File: config.mk
export PLATFORM = sky130hd
export DESIGN_NAME = bcld_cell
export DESIGN_NICKNAME = d
export VERILOG_FILES = /design/src/rtl/bcld_pkg.sv /design/src/rtl/bcld_cell.sv
export SDC_FILE = /design/constraint.sdc
export NUM_CORES = 1
export LEC_CHECK = 0
export BUFFER_PORTS_ARGS = -buffer_cell sky130_fd_sc_hd__clkbuf_2
export CAP_MARGIN = 20
export CORE_AREA = 2 2 175 177
export CTS_CLUSTER_DIAMETER = 200
export CTS_CLUSTER_SIZE = 25
export DETAILED_ROUTE_END_ITERATION = 6
export DIE_AREA = 0 0 177 179
export GPL_TIMING_DRIVEN = 0
export HOLD_SLACK_MARGIN = 0.15
export PLACE_DENSITY = 0.73
export SKIP_CTS_REPAIR_TIMING = 1
export SLEW_MARGIN = 30
export SYNTH_ARGS = -nofsm -noshare
export SYNTH_HDL_FRONTEND = slang
export SYNTH_SLANG_ARGS = --single-unit
export TNS_END_PERCENT = 20
File: constraint.sdc
create_clock -name clock -period 19.7 [get_ports clock]
set_input_delay 5.91 -clock clock [delete_from_list [all_inputs] [get_ports clock]]
set_output_delay 5.91 -clock clock [all_outputs]
set_load 0.03 [all_outputs]
File: src/rtl/bcld_pkg.sv
// ----------------------------------------------------------------------------
// bcld_pkg
// Shared types and constants of the block cache tag directory.
// ----------------------------------------------------------------------------
package bcld_pkg;

   localparam int KEY_W   = 61;
   localparam int STAMP_W = 64;
   localparam int CAP_W   = 9;
   localparam int SLOT_W  = 8;
   localparam int TILE_W  = 13;
   localparam int COORD_W = 16;

   localparam logic [CAP_W-1:0]   CAP_RESET   = 9'd256;
   localparam logic [STAMP_W-1:0] CLOCK_RESET = 64'd1;

   typedef enum logic [1:0] {
      OP_ACCESS = 2'd0,
      OP_INSERT = 2'd1,
      OP_FLUSH  = 2'd2
   } op_type;

   typedef enum logic [1:0] {
      ST_IDLE,
      ST_WALK,
      ST_DONE
   } seq_state_type;

   typedef enum logic [1:0] {
      KIND_WALK,
      KIND_FLUSH,
      KIND_BAD_SIZE,
      KIND_NONE
   } item_kind_type;

   // search token handed from cell to cell
   typedef struct packed {
      logic               active;
      logic               is_access;
      logic [KEY_W-1:0]   key;
      logic               hit;
      logic               free_found;
      logic               best_set;
      logic [STAMP_W-1:0] best_stamp;
   } tok_type;

   // directory update broadcast to every cell
   typedef struct packed {
      logic               en;
      logic               fill;
      logic               flush;
      logic [KEY_W-1:0]   key;
      logic [STAMP_W-1:0] stamp;
   } wr_type;

endpackage

File: src/rtl/bcld_cell.sv
// ----------------------------------------------------------------------------
// bcld_cell
// One directory entry. Checks the passing search token against its own tag
// and stamp, updates the token and hands it to the next cell.
// ----------------------------------------------------------------------------
module bcld_cell #(
   parameter int INDEX = 0,
   parameter int IDXW  = 8
) (
   input  logic                          clock,
   input  logic                          reset,
   input  logic [bcld_pkg::CAP_W-1:0]    cap,
   input  bcld_pkg::tok_type             tok_in,
   input  logic [IDXW-1:0]               hit_idx_in,
   input  logic [IDXW-1:0]               free_idx_in,
   input  logic [IDXW-1:0]               best_idx_in,
   output bcld_pkg::tok_type             tok_out,
   output logic [IDXW-1:0]               hit_idx_out,
   output logic [IDXW-1:0]               free_idx_out,
   output logic [IDXW-1:0]               best_idx_out,
   input  bcld_pkg::wr_type              wr,
   input  logic [IDXW-1:0]               wr_idx
);
   import bcld_pkg::*;

   localparam logic [IDXW-1:0] MY_IDX = IDXW'(INDEX);

   logic               valid_ff;
   logic               valid_in;
   logic               active_ff;
   logic [KEY_W-1:0]   key_ff;
   logic [STAMP_W-1:0] stamp_ff;
   tok_type            tok_ff;
   tok_type            tok_in_next;
   logic [IDXW-1:0]    hit_idx_ff, hit_idx_in_next;
   logic [IDXW-1:0]    free_idx_ff, free_idx_in_next;
   logic [IDXW-1:0]    best_idx_ff, best_idx_in_next;
   logic               in_use;
   logic               wr_me;

   assign in_use = (INDEX < int'(cap));
   assign wr_me  = wr.en && (wr_idx == MY_IDX);

   always_comb begin
      tok_in_next      = tok_in;
      hit_idx_in_next  = hit_idx_in;
      free_idx_in_next = free_idx_in;
      best_idx_in_next = best_idx_in;
      if (in_use && valid_ff) begin
         if (tok_in.is_access && !tok_in.hit && (key_ff == tok_in.key)) begin
            tok_in_next.hit = 1'b1;
            hit_idx_in_next = MY_IDX;
         end
         // strict compare keeps the lowest index on equal stamps
         if (!tok_in.best_set || (stamp_ff < tok_in.best_stamp)) begin
            tok_in_next.best_set   = 1'b1;
            tok_in_next.best_stamp = stamp_ff;
            best_idx_in_next       = MY_IDX;
         end
      end
      if (in_use && !valid_ff && !tok_in.free_found) begin
         tok_in_next.free_found = 1'b1;
         free_idx_in_next       = MY_IDX;
      end
   end

   always_comb begin
      valid_in = valid_ff;
      if (wr.flush) begin
         valid_in = 1'b0;
      end else if (wr_me && wr.fill) begin
         valid_in = 1'b1;
      end
   end

   always_ff @(posedge clock) begin
      if (reset) begin
         valid_ff  <= 1'b0;
         active_ff <= 1'b0;
      end else begin
         valid_ff  <= valid_in;
         active_ff <= tok_in_next.active;
      end
   end

   always_ff @(posedge clock) begin
      tok_ff      <= tok_in_next;
      hit_idx_ff  <= hit_idx_in_next;
      free_idx_ff <= free_idx_in_next;
      best_idx_ff <= best_idx_in_next;
      if (wr_me) begin
         stamp_ff <= wr.stamp;
         if (wr.fill) begin
            key_ff <= wr.key;
         end
      end
   end

   // the active flag comes from the reset register
   always_comb begin
      tok_out        = tok_ff;
      tok_out.active = active_ff;
   end

   assign hit_idx_out  = hit_idx_ff;
   assign free_idx_out = free_idx_ff;
   assign best_idx_out = best_idx_ff;

endmodule

==> flow_summary.json <==
{
  "vias": 7186,
  "mostFrequentLayoutCell": "clkbuf_2",
  "crit_chain": "clkbuf_2 > inv_1 > ha_1 > and3_1 > nand4_1 > or4_1 > nor3_1 > o21ai_0 > a21oi_4 > buf_6 > mux2_2",
  "post-place-cells": 1578,
  "port-buffer-count": 454,
  "ant_nets": 0,
  "worstSkewPairLatency_ps": 510,
  "grt_antenna_before_repair": 4,
  "maxCapViolCount": 0,
  "fp.coreArea_um2": 30030,
  "critPathMaxFanout": 10,
  "reg2reg_from": "stamp_ff[59]",
  "rrSetupSlack_ps": 16330,
  "worstSetupPathType": "input port to flop",
  "die_x_um": 177,
  "grt_pass1_wl_um": 39430,
  "status": "finished clean",
  "crit_end": "tok_out[63]",
  "drive_above_1_share_pct": 46.56,
  "wl_per_cell_um": 17.46,
  "max_freq_ghz": 0.1178,
  "clk_pin_slew_ps": 100,
  "h-tree-depth": 1,
  "cts_inserted_buffers": 15,
  "synth_compound_area_share_pct": 4.763,
  "critPathSlowestCell": "or4_1",
  "cts_sinks": 280,
  "power_density_nw_per_um2": 78.90,
  "cts_tree": "built",
  "crit_path_start": "tok_in[60]",
  "skew_ps": 30.09,
  "synth_edf_count": 125,
  "synth_fa_ha_area_share_pct": 7.539,
  "pre_cts_ws_ps": 10640,
  "power_mw": 1.087,
  "postLayoutCoreUtil_pct": 45.89,
  "dieArea_um2": 31680,
  "overflow": 0,
  "grt_pass1_vias": 7321,
  "setup_ws_ps": 11210,
  "routabilityCongestion": 0.8071,
  "cts_buffer_depth": 3,
  "hold_class": "flop to flop",
  "instances_no_fill": 1607,
  "drt_iter0_markers": 223,
  "rows": 64,
  "critPathMaxStageDelay_ps": 630,
  "netlist_area_um2": 10460,
  "first_pass_iters": 4,
  "synth-simple-area-share_pct": 5.481,
  "slew-limit-headroom_pct": 48.25,
  "critPathRequiredTime_ps": 20090,
  "tns_ps": 0,
  "rsz0062_at_grt": "false",
  "r2r_cells": 9,
  "synth_top_family_by_area": "multiplexers",
  "startpoint_type": "input port",
  "ir_drop_v": 0.00007685,
  "tightest_slew_ps": 770.2,
  "finalHoldViolCount": 0,
  "cp.arrival_ps": 8880,
  "cts_root_buf": "clkbuf_16",
  "initial_core_util_pct": 34.82,
  "drc": 0,
  "yosys_warnings": 0,
  "io_pins": 455,
  "avgSynthCellArea_um2": 14.64,
  "min_period_ps": 8490,
  "fin_area_um2": 13780,
  "async_flop_share_pct": 0,
  "whs_ps": 503.8,
  "synth.yosys.seq_area_share_pct": 65.58,
  "wl_um": 28050,
  "leakage_nw": 6.665,
  "nets": 1563,
  "reg2reg_to": "tok_out[63]",
  "routed_via_density": 4.472,
  "synth_ff_type": "dfxtp_1",
  "die_y_um": 179,
  "grt_max_degree": 52,
  "setup_violations": 0,
  "yosys_register_bits": 280,
  "grt_usage_pct": 16.48,
  "crit_path_end_kind": "flop",
  "drv_slew": 0,
  "place_area_um2": 13340,
  "synth.distinct_cells": 48,
  "syn_inst": 714,
  "fin_crit_sh_pct": 43.10,
  "synthMuxAreaShare_pct": 9.047,
  "synthXorXnorAreaFrac_pct": 3.854,
  "dp_hpwl_um": 23300,
  "syn_nets": 1078,
  "n_fill_cell": 2725,
  "final_cell_mix": "clkbuf_2 (454), dfxtp_1 (155), edfxtp_1 (125)",
  "area_delta_synth_final_pct": 31.81
}
## worst min path at each step
stage / slack, ps / to / start / cells past startpoint
2_1_floorplan: 460 / tok_out[65] / valid_ff / 1
3_3_place_gp: 460 / tok_out[65] / valid_ff / 1
3_5_place_dp: 480 / tok_out[0] / stamp_ff[0] / 1
4_1_cts: 510 / tok_out[0] / stamp_ff[0] / 1
5_1_grt: 530 / tok_out[29] / stamp_ff[29] / 1
6_report: 500 / tok_out[0] / stamp_ff[0] / 1
## synth_stat cells, types with 10 or more instances
library cell	number	area share, %
xnor2_1	24	2.0
nor4_1	12	0.72
nor2b_1	10	0.60
nand4_1	16	0.96
a21oi_1	24	1.1
dfxtp_1	155	30
mux2_4	60	8.6
xor2_1	22	1.8
edfxtp_1	125	36
ha_1	63	7.5
nand2_1	15	0.54
inv_1	80	2.9
a21o_1	13	0.93
and2_1	17	1.0
## cell type report
cell class / count / area, µm² / share of cell area (%)
antenna: 4 / 10.01 / 0.07263
buffer: 9 / 90.09 / 0.6537
clock buffer: 23 / 405.4 / 2.942
inverter: 80 / 300.3 / 2.179
sequential: 280 / 6857 / 49.75
timing repair buffer: 468 / 2370 / 17.20
clock inverter: 2 / 28.78 / 0.2088
tap: 396 / 495.5 / 3.595
multi-input combinational: 345 / 3224 / 23.40
## kinds of logic (layout without fill, tap and decap cells)
| family | Yosys count | count (layout) |
|---|---|---|
| xor+xnor | 46 | 46 |
| flops | 280 | 280 |
| compound gates | 73 | 73 |
| simple gates | 99 | 99 |
| mux | 64 | 64 |
| buf+inv | 89 | 582 |
| other cells | 0 | 4 |
| fa+ha+maj | 63 | 63 |
## layer usage
layer	global-route usage [%]	vias up	wire [µm]
met2	28.86	263	14140
met1	20.11	3369	11190
met3	3.541	43	1823
met5	0	-	13
met4	5.510	2	882
li1	-	3509	-
## sequential cells by signal (all words and copies together), names as in the netlist
register	flops
stamp_ff	64
free_idx_out	8
hit_idx_out	8
tok_out	129
active_ff	1
valid_ff	1
key_ff	61
best_idx_out	8
## power breakdown
group / leakage [nW] / switching, mW / internal, mW
Combinational: 4.03 / 0.0705 / 0.0522
Clock: 0.209 / 0.189 / 0.148
Sequential: 2.43 / 0.00530 / 0.622
## worst max-delay path: cells and delay by family
kind / cells / cell delay (ps)
AOI/OAI and AO/OA: 2 / 780
and+or+nand+nor: 4 / 1160
muxes: 1 / 350
adders and majority gates: 1 / 290
buffers and inverters: 3 / 380
No activity file was read; power rests on OpenSTA's default activity.
