===== src/rtl/bcld_pkg.sv =====
// ----------------------------------------------------------------------------
// bcld_pkg
// Shared types and constants of the block cache tag directory.
// ----------------------------------------------------------------------------
package bcld_pkg;

   localparam int KEY_W   = 61;
   localparam int STAMP_W = 64;
   localparam int CAP_W   = 9;
   localparam int SLOT_W  = 8;
   localparam int TILE_W  = 13;
   localparam int COORD_W = 16;

   localparam logic [CAP_W-1:0]   CAP_RESET   = 9'd256;
   localparam logic [STAMP_W-1:0] CLOCK_RESET = 64'd1;

   typedef enum logic [1:0] {
      OP_ACCESS = 2'd0,
      OP_INSERT = 2'd1,
      OP_FLUSH  = 2'd2
   } op_type;

   typedef enum logic [1:0] {
      ST_IDLE,
      ST_WALK,
      ST_DONE
   } seq_state_type;

   typedef enum logic [1:0] {
      KIND_WALK,
      KIND_FLUSH,
      KIND_BAD_SIZE,
      KIND_NONE
   } item_kind_type;

   // search token handed from cell to cell
   typedef struct packed {
      logic               active;
      logic               is_access;
      logic [KEY_W-1:0]   key;
      logic               hit;
      logic               free_found;
      logic               best_set;
      logic [STAMP_W-1:0] best_stamp;
   } tok_type;

   // directory update broadcast to every cell
   typedef struct packed {
      logic               en;
      logic               fill;
      logic               flush;
      logic [KEY_W-1:0]   key;
      logic [STAMP_W-1:0] stamp;
   } wr_type;

endpackage


===== src/rtl/bcld_req_if.sv =====
// ----------------------------------------------------------------------------
// bcld_req_if
// Request channel: valid/ready handshake with the directory request fields.
// ----------------------------------------------------------------------------
interface bcld_req_if;
   import bcld_pkg::*;

   logic               valid;
   logic               ready;
   logic [1:0]         opcode;
   logic [COORD_W-1:0] slice_index;
   logic [COORD_W-1:0] row_origin;
   logic [COORD_W-1:0] col_origin;
   logic [TILE_W-1:0]  tile_size;
   logic               last_in_list;

   modport source (
      output valid, opcode, slice_index, row_origin, col_origin, tile_size,
             last_in_list,
      input  ready
   );

   modport sink (
      input  valid, opcode, slice_index, row_origin, col_origin, tile_size,
             last_in_list,
      output ready
   );

endinterface


===== src/rtl/bcld_rsp_if.sv =====
// ----------------------------------------------------------------------------
// bcld_rsp_if
// Response channel: valid/ready handshake with the directory result fields.
// ----------------------------------------------------------------------------
interface bcld_rsp_if;
   import bcld_pkg::*;

   logic              valid;
   logic              ready;
   logic              status;
   logic              hit;
   logic [SLOT_W-1:0] slot;
   logic              evicted;
   logic              last_out;

   modport source (
      output valid, status, hit, slot, evicted, last_out,
      input  ready
   );

   modport sink (
      input  valid, status, hit, slot, evicted, last_out,
      output ready
   );

endinterface


===== src/rtl/bcld_seq.sv =====
// ----------------------------------------------------------------------------
// bcld_seq
// Request decode, token launch, capacity register, access clock, directory
// update and response register.
// ----------------------------------------------------------------------------
module bcld_seq #(
   parameter int IDXW       = 8,
   parameter int MAX_TILE   = 4096,
   parameter int COORD_BITS = 16
) (
   input  logic                        clock,
   input  logic                        reset,
   bcld_req_if.sink                    req_ch,
   bcld_rsp_if.source                  rsp_ch,
   input  logic                        csr_wr_en,
   input  logic [bcld_pkg::CAP_W-1:0]  csr_wr_data,
   output logic [bcld_pkg::CAP_W-1:0]  cap,
   output bcld_pkg::tok_type           launch_tok,
   input  bcld_pkg::tok_type           tail_tok,
   input  logic [IDXW-1:0]             tail_hit_idx,
   input  logic [IDXW-1:0]             tail_free_idx,
   input  logic [IDXW-1:0]             tail_best_idx,
   output bcld_pkg::wr_type            wr,
   output logic [IDXW-1:0]             wr_idx
);
   import bcld_pkg::*;

   localparam logic [COORD_W-1:0] COORD_MASK =
      (COORD_BITS >= COORD_W) ? {COORD_W{1'b1}}
                              : COORD_W'((64'd1 << COORD_BITS) - 64'd1);
   localparam logic [TILE_W-1:0] TILE_LIMIT = TILE_W'(MAX_TILE);

   seq_state_type      state_ff, state_in;
   item_kind_type      kind_ff, kind_in;
   logic               last_ff, last_in;
   logic [CAP_W-1:0]   cap_ff;
   logic [STAMP_W-1:0] clock_ff, clock_in;
   logic [STAMP_W-1:0] next_stamp;
   tok_type            res_tok_ff;
   logic [IDXW-1:0]    res_hit_idx_ff, res_free_idx_ff, res_best_idx_ff;
   logic               res_load;
   logic               accept;
   logic               out_free;
   logic               finish;
   logic               bad_size;
   logic               rsp_valid_ff, rsp_valid_in;
   logic               rsp_status_ff, rsp_status_in;
   logic               rsp_hit_ff, rsp_hit_in;
   logic [SLOT_W-1:0]  rsp_slot_ff, rsp_slot_in;
   logic               rsp_evicted_ff, rsp_evicted_in;
   logic               rsp_last_ff;
   logic [IDXW-1:0]    win_idx;

   assign req_ch.ready = (state_ff == ST_IDLE);
   assign accept       = req_ch.valid && req_ch.ready;
   assign out_free     = !rsp_valid_ff || rsp_ch.ready;
   assign bad_size     = (req_ch.tile_size == '0) || (req_ch.tile_size > TILE_LIMIT);
   assign next_stamp   = clock_ff + 64'd1;
   assign cap          = cap_ff;

   always_comb begin
      launch_tok            = '0;
      launch_tok.is_access  = (req_ch.opcode == OP_ACCESS);
      launch_tok.key        = {req_ch.slice_index,
                               req_ch.row_origin & COORD_MASK,
                               req_ch.col_origin & COORD_MASK,
                               req_ch.tile_size};
      kind_in = kind_ff;
      last_in = last_ff;
      if (accept) begin
         last_in = req_ch.last_in_list;
         unique case (req_ch.opcode)
            OP_ACCESS: kind_in = bad_size ? KIND_BAD_SIZE : KIND_WALK;
            OP_INSERT: kind_in = KIND_WALK;
            OP_FLUSH:  kind_in = KIND_FLUSH;
            default:   kind_in = KIND_NONE;
         endcase
         launch_tok.active = (kind_in == KIND_WALK);
      end
   end

   always_comb begin
      state_in = state_ff;
      res_load = 1'b0;
      finish   = 1'b0;
      unique case (state_ff)
         ST_IDLE: begin
            if (accept) begin
               state_in = (kind_in == KIND_WALK) ? ST_WALK : ST_DONE;
            end
         end
         ST_WALK: begin
            if (tail_tok.active) begin
               res_load = 1'b1;
               state_in = ST_DONE;
            end
         end
         ST_DONE: begin
            if (out_free) begin
               finish   = 1'b1;
               state_in = ST_IDLE;
            end
         end
         default: state_in = ST_IDLE;
      endcase
   end

   // result and directory update of the finishing item
   always_comb begin
      win_idx        = res_tok_ff.free_found ? res_free_idx_ff : res_best_idx_ff;
      wr             = '0;
      wr.key         = res_tok_ff.key;
      wr.stamp       = next_stamp;
      wr_idx         = win_idx;
      clock_in       = clock_ff;
      rsp_status_in  = 1'b0;
      rsp_hit_in     = 1'b0;
      rsp_slot_in    = '0;
      rsp_evicted_in = 1'b0;
      unique case (kind_ff)
         KIND_WALK: begin
            clock_in = next_stamp;
            wr.en    = finish;
            if (res_tok_ff.is_access && res_tok_ff.hit) begin
               wr_idx      = res_hit_idx_ff;
               rsp_hit_in  = 1'b1;
               rsp_slot_in = SLOT_W'(res_hit_idx_ff);
            end else begin
               wr.fill        = 1'b1;
               rsp_slot_in    = SLOT_W'(win_idx);
               rsp_evicted_in = !res_tok_ff.free_found;
            end
         end
         KIND_FLUSH: begin
            clock_in = CLOCK_RESET;
            wr.flush = finish;
         end
         KIND_BAD_SIZE: rsp_status_in = 1'b1;
         default: ;
      endcase
      if (!finish) begin
         clock_in = clock_ff;
      end
      rsp_valid_in = finish ? 1'b1 : (rsp_valid_ff && !rsp_ch.ready);
   end

   always_ff @(posedge clock) begin
      if (reset) begin
         state_ff     <= ST_IDLE;
         rsp_valid_ff <= 1'b0;
         cap_ff       <= CAP_RESET;
         clock_ff     <= CLOCK_RESET;
      end else begin
         state_ff     <= state_in;
         rsp_valid_ff <= rsp_valid_in;
         clock_ff     <= clock_in;
         // zero is ignored; larger values than the entry count act as all entries
         if (csr_wr_en && (csr_wr_data != '0)) begin
            cap_ff <= csr_wr_data;
         end
      end
   end

   always_ff @(posedge clock) begin
      kind_ff <= kind_in;
      last_ff <= last_in;
      if (res_load) begin
         res_tok_ff      <= tail_tok;
         res_hit_idx_ff  <= tail_hit_idx;
         res_free_idx_ff <= tail_free_idx;
         res_best_idx_ff <= tail_best_idx;
      end
      if (finish) begin
         rsp_status_ff  <= rsp_status_in;
         rsp_hit_ff     <= rsp_hit_in;
         rsp_slot_ff    <= rsp_slot_in;
         rsp_evicted_ff <= rsp_evicted_in;
         rsp_last_ff    <= last_ff;
      end
   end

   assign rsp_ch.valid    = rsp_valid_ff;
   assign rsp_ch.status   = rsp_status_ff;
   assign rsp_ch.hit      = rsp_hit_ff;
   assign rsp_ch.slot     = rsp_slot_ff;
   assign rsp_ch.evicted  = rsp_evicted_ff;
   assign rsp_ch.last_out = rsp_last_ff;

endmodule


===== src/flat_wrapper.sv =====
// flat-port wrapper written by rule: the top's interface ports become plain ports
module bcld_seq_flat import bcld_pkg::*;
#(
   parameter int IDXW       = 8,
   parameter int MAX_TILE   = 4096,
   parameter int COORD_BITS = 16
)
  (clock, reset, csr_wr_en, csr_wr_data, cap, launch_tok, tail_tok, tail_hit_idx, tail_free_idx, tail_best_idx, wr, wr_idx, req_ch_valid, req_ch_opcode, req_ch_slice_index, req_ch_row_origin, req_ch_col_origin, req_ch_tile_size, req_ch_last_in_list, req_ch_ready, rsp_ch_valid, rsp_ch_status, rsp_ch_hit, rsp_ch_slot, rsp_ch_evicted, rsp_ch_last_out, rsp_ch_ready);
  bcld_req_if req_ch_i ();
  bcld_rsp_if rsp_ch_i ();
  input  logic clock;
  input  logic reset;
  input  logic csr_wr_en;
  input  logic [bcld_pkg::CAP_W-1:0] csr_wr_data;
  output logic [bcld_pkg::CAP_W-1:0] cap;
  output bcld_pkg::tok_type launch_tok;
  input  bcld_pkg::tok_type tail_tok;
  input  logic [IDXW-1:0] tail_hit_idx;
  input  logic [IDXW-1:0] tail_free_idx;
  input  logic [IDXW-1:0] tail_best_idx;
  output bcld_pkg::wr_type wr;
  output logic [IDXW-1:0] wr_idx;
  input wire logic [$bits(req_ch_i.valid)-1:0] req_ch_valid;
  input wire logic [$bits(req_ch_i.opcode)-1:0] req_ch_opcode;
  input wire logic [$bits(req_ch_i.slice_index)-1:0] req_ch_slice_index;
  input wire logic [$bits(req_ch_i.row_origin)-1:0] req_ch_row_origin;
  input wire logic [$bits(req_ch_i.col_origin)-1:0] req_ch_col_origin;
  input wire logic [$bits(req_ch_i.tile_size)-1:0] req_ch_tile_size;
  input wire logic [$bits(req_ch_i.last_in_list)-1:0] req_ch_last_in_list;
  output wire logic [$bits(req_ch_i.ready)-1:0] req_ch_ready;
  output wire logic [$bits(rsp_ch_i.valid)-1:0] rsp_ch_valid;
  output wire logic [$bits(rsp_ch_i.status)-1:0] rsp_ch_status;
  output wire logic [$bits(rsp_ch_i.hit)-1:0] rsp_ch_hit;
  output wire logic [$bits(rsp_ch_i.slot)-1:0] rsp_ch_slot;
  output wire logic [$bits(rsp_ch_i.evicted)-1:0] rsp_ch_evicted;
  output wire logic [$bits(rsp_ch_i.last_out)-1:0] rsp_ch_last_out;
  input wire logic [$bits(rsp_ch_i.ready)-1:0] rsp_ch_ready;
  assign req_ch_i.valid = req_ch_valid;
  assign req_ch_i.opcode = req_ch_opcode;
  assign req_ch_i.slice_index = req_ch_slice_index;
  assign req_ch_i.row_origin = req_ch_row_origin;
  assign req_ch_i.col_origin = req_ch_col_origin;
  assign req_ch_i.tile_size = req_ch_tile_size;
  assign req_ch_i.last_in_list = req_ch_last_in_list;
  assign req_ch_ready = req_ch_i.ready;
  assign rsp_ch_valid = rsp_ch_i.valid;
  assign rsp_ch_status = rsp_ch_i.status;
  assign rsp_ch_hit = rsp_ch_i.hit;
  assign rsp_ch_slot = rsp_ch_i.slot;
  assign rsp_ch_evicted = rsp_ch_i.evicted;
  assign rsp_ch_last_out = rsp_ch_i.last_out;
  assign rsp_ch_i.ready = rsp_ch_ready;
  bcld_seq #(.IDXW(IDXW), .MAX_TILE(MAX_TILE), .COORD_BITS(COORD_BITS)) u_core (.clock(clock), .reset(reset), .req_ch(req_ch_i), .rsp_ch(rsp_ch_i), .csr_wr_en(csr_wr_en), .csr_wr_data(csr_wr_data), .cap(cap), .launch_tok(launch_tok), .tail_tok(tail_tok), .tail_hit_idx(tail_hit_idx), .tail_free_idx(tail_free_idx), .tail_best_idx(tail_best_idx), .wr(wr), .wr_idx(wr_idx));
endmodule

===== config.mk =====
export PLATFORM = sky130hd
export DESIGN_NAME = bcld_seq_flat
export DESIGN_NICKNAME = d
export VERILOG_FILES = /design/src/rtl/bcld_pkg.sv /design/src/rtl/bcld_req_if.sv /design/src/rtl/bcld_rsp_if.sv /design/src/rtl/bcld_seq.sv /design/src/flat_wrapper.sv
export SDC_FILE = /design/constraint.sdc
export NUM_CORES = 1
export LEC_CHECK = 0
export ABC_CLOCK_PERIOD_IN_PS = 3200
export BUFFER_PORTS_ARGS = -buffer_cell sky130_fd_sc_hd__buf_2
export CORE_AREA = 2 2 201 203
export CTS_CLUSTER_SIZE = 25
export DETAILED_ROUTE_END_ITERATION = 10
export DIE_AREA = 0 0 203 205
export PLACE_DENSITY = 0.61
export SLEW_MARGIN = 20
export SYNTH_ARGS = -nofsm -noshare
export SYNTH_HDL_FRONTEND = slang
export SYNTH_SLANG_ARGS = --single-unit

===== constraint.sdc =====
create_clock -name clock -period 3.2 [get_ports clock]
set_clock_uncertainty 0.15 [all_clocks]
set_input_delay 0 -clock clock [delete_from_list [all_inputs] [get_ports clock]]
set_output_delay 0 -clock clock [all_outputs]
set_load 0.1 [all_outputs]

==> impl_results.md <==
- Worst path buffer plus inverter count: 5
- Top cell type's share of synthesized area: 31.0%
- Die Area: 0.0416 sq mm
- Worst Setup Path Type: input port to output pin
- Share of layout cells above drive strength 1: 30.1%
- Fin crit share: 96.3%
- Delay-heaviest family, CP: buffers and inverters
- Synth async-reset ratio: 0%
- Die Height: 205 um
- Hold_sp: tail_tok[105]
- Initial antenna violation count: 0
- Startpoint class of the critical path: input port
- # nets final: around 1,600
- Antenna diodes: 0
- Slowest CP cell: dlygate4sd3_1
- Final setup vio count: 0
- H-Tree Depth: 4
- TritonRoute pass-1 iters: 5
- R2r setup slk: about 0.61 ns
- Core area: 0.0394 sq mm
- Synthesis-stage register bit count: around 180
- CP required: 3.05 ns
- Max Clock Freq: 324 MHz
- Iter 0 DRT Violations: 505
- Worst reg2reg startpoint: u_core.state_ff[0]
- Final hold violations: 0
- Crit path time final: 3.08 ns
- Hpwl dp: 22.5 mm
- GRT Util Overall: 14.6%
- Netlist Area Pre-Place: 0.00977 sq mm
- Worst EP arrival: roughly 2.9 ns
- Port Buf Inserts: approximately 300
- Pwr dens: 488 mW/mm^2
- Count of cell types in the netlist: ~70
- Cells on worst reg2reg path: 6
- CTS Buf Count: 17
- Synth area leader: edfxtp_1
- Clock root buffer: clkbuf_16
- Routed WL per cell: 17.3 um
- Top cells by area, synth: edfxtp_1, dfxtp_1, buf_4
- Static Leak: 0.00559 uW
- Post-synth EDFFs: 101
- Largest net degree at the start of global routing: between 40 and 50
- Crit path cell chain: dlygate4sd3_1 > buf_2 > ha_1 > dlygate4sd3_1 > nor2_1 > dlygate4sd3_1 > nand2_1 > a211oi_2 > buf_2
- Total gr overflow: 0
- CTS Sinks: 179
- Finished Layout Cells: 1,865
- Sequential area share after synthesis: 47.0%
- CP max FO: 2
- Hold path endpoint: u_core.wr[102]
- Row count: 73
- Crit. Startpoint: req_ch_opcode[0]
- Max Root-Sink Buffers: 2
- CP peak stage delay: just under 0.6 ns
- DRC errors left: 0
- Via count: 8,311
- Placer Congestion: about 0.85
- Placed Cells: 1,653
- Starting Density: 24.8%
- Synth warn: 0
- Post-DRT Antenna Nets: 0
- CTS tree: built
- Total Wirelength: around 32 mm
- Via-per-instance ratio: 4.46
- Total power draw: 6520 uW
- Top_reg_cell synth: edfxtp_1
- Global-route wire length before repair: 46.5 mm
- Worst Hold Depth: 2
- Vias in the first global route: 7,983
- Worst min-delay path class: input port to flop
- Avg Synthesized Cell Area: between 9 and 10 sq um
- Crit end category: output pin
- P&R area growth vs syn: 36.7%
- Most used cell, CP: dlygate4sd3_1
- Ports: 521
- Clk Latency, worst-skew pair: roughly 0.46 ns
- Max cap viols: 0
- Reg clk slew, reported paths: 0.07 ns
- Commonest non-fill, non-tap cell in the layout: buf_2
- Worst VDD drop: 0.000295 V
- Final Max Tran Viols: 0
- Post-synthesis cell count: 982
- Slew @ Worst Pin: 1.02 ns
- Most frequent cells in the layout: buf_2, dlygate4sd3_1, edfxtp_1
- Die width: 203 um
- R2R Path End: u_core.clock_ff[61]
- Slew margin rel.: 32.0%
- Outcome: complete, no violations
==> registers in the layout, indices dropped and copies added, names as in the netlist <==
name / count
u_core.res_free_idx_ff: 8
u_core.rsp_ch.slot: 8
u_core.clock_ff: 64
u_core.rsp_ch.evicted: 1
u_core.rsp_ch.last_out: 1
u_core.res_tok_ff: 3
u_core.kind_ff: 2
u_core.res_hit_idx_ff: 8
u_core.wr: 61
u_core.cap: 9
u_core.rsp_ch.valid: 1
u_core.rsp_ch.status: 1
u_core.rsp_ch.hit: 1
u_core.last_ff: 1
u_core.res_best_idx_ff: 8
u_core.state_ff: 2
==> per-stage QoR <==
step / utilization (%) / TNS [ns] / worst slack [ns] / hold slack [ns] / instance area, sq um
global route: 33.9 / -0.0169 / -0.0140 / 0.0782 / 13400
floorplan: - / -0.192 / -0.192 / -0.0511 / 10100
global placement: 27.7 / 0 / 0.470 / -0.149 / 10900
finish: 33.9 / 0 / 0.118 / 0.100 / 13400
CTS: 33.8 / 0 / 0.0214 / 0.0663 / 13300
detailed placement: 27.7 / 0 / 0.414 / -0.149 / 10900
==> synth_stat cells (7+ instances only) <==
cell type,number
mux2i_1,14
xnor2_1,41
nor2_1,62
nand2_1,71
o21ai_0,26
nor4_1,12
a21oi_1,33
a22o_1,7
nand3_1,32
nand4_1,23
xor2_1,22
inv_1,20
and4_1,11
buf_2,17
buf_4,193
nor3_1,30
or3_1,9
a31oi_1,17
clkbuf_1,30
a211oi_1,9
edfxtp_1,101
dfxtp_1,78
a22oi_1,10
and2_1,10
==> layout make-up <==
class | count | area, sq um
flip-flops and latches | 179 | 4590
clock buffers | 18 | 439
repair buffers | 506 | 3600
well taps | 525 | 657
multi-input cells | 602 | 3840
fillers | 3937 | 26000
clock inverters | 14 | 150
inverters | 21 | 78.8
==> repair_timing <==
action	CTS	global route
pin swaps	2	2
endpoints found under the setup margin	8	23
cloned	0	0
hold endpoints to repair	152	0
resized for setup	6	8
buffers inserted	2	2
hold buffers	176	0
==> report_power, final <==
group	internal [uW]	leakage (uW)	switching (uW)	total [uW]
registers	2510	0.00155	54.1	2560
logic	345	0.00374	1450	1800
clock network	1180	0.000294	978	2160
==> cell families after synthesis <==
family	count (synthesis)	share of synthesized area, %
compound gates	150	10.4
other cells	1	0.0384
simple gates	303	16.8
xor+xnor	63	5.65
mux	15	1.55
fa+ha+maj	4	0.512
flops	179	47.0
buf+inv	267	18.0
==> layer usage <==
layer | GRT usage (%) | share of wire, %
met3 | 3.25 | 6.7
met1 | 17.7 | 41
met5 | 0 | 0
met2 | 25.8 | 50
met4 | 4.64 | 1.5
==> worst max-delay path by stage <==
stage	slack, ns	end	cells past startpoint
after detailed placement	0.41	wr[56]	6
after CTS	0.02	wr[33]	7
final	0.12	launch_tok[129]	9
after global placement	0.47	wr[55]	6
after global routing	-0.01	wr[57]	7
after floorplan	-0.19	u_core.state_ff[0]	6
Power figures use the tool's default switching activity.
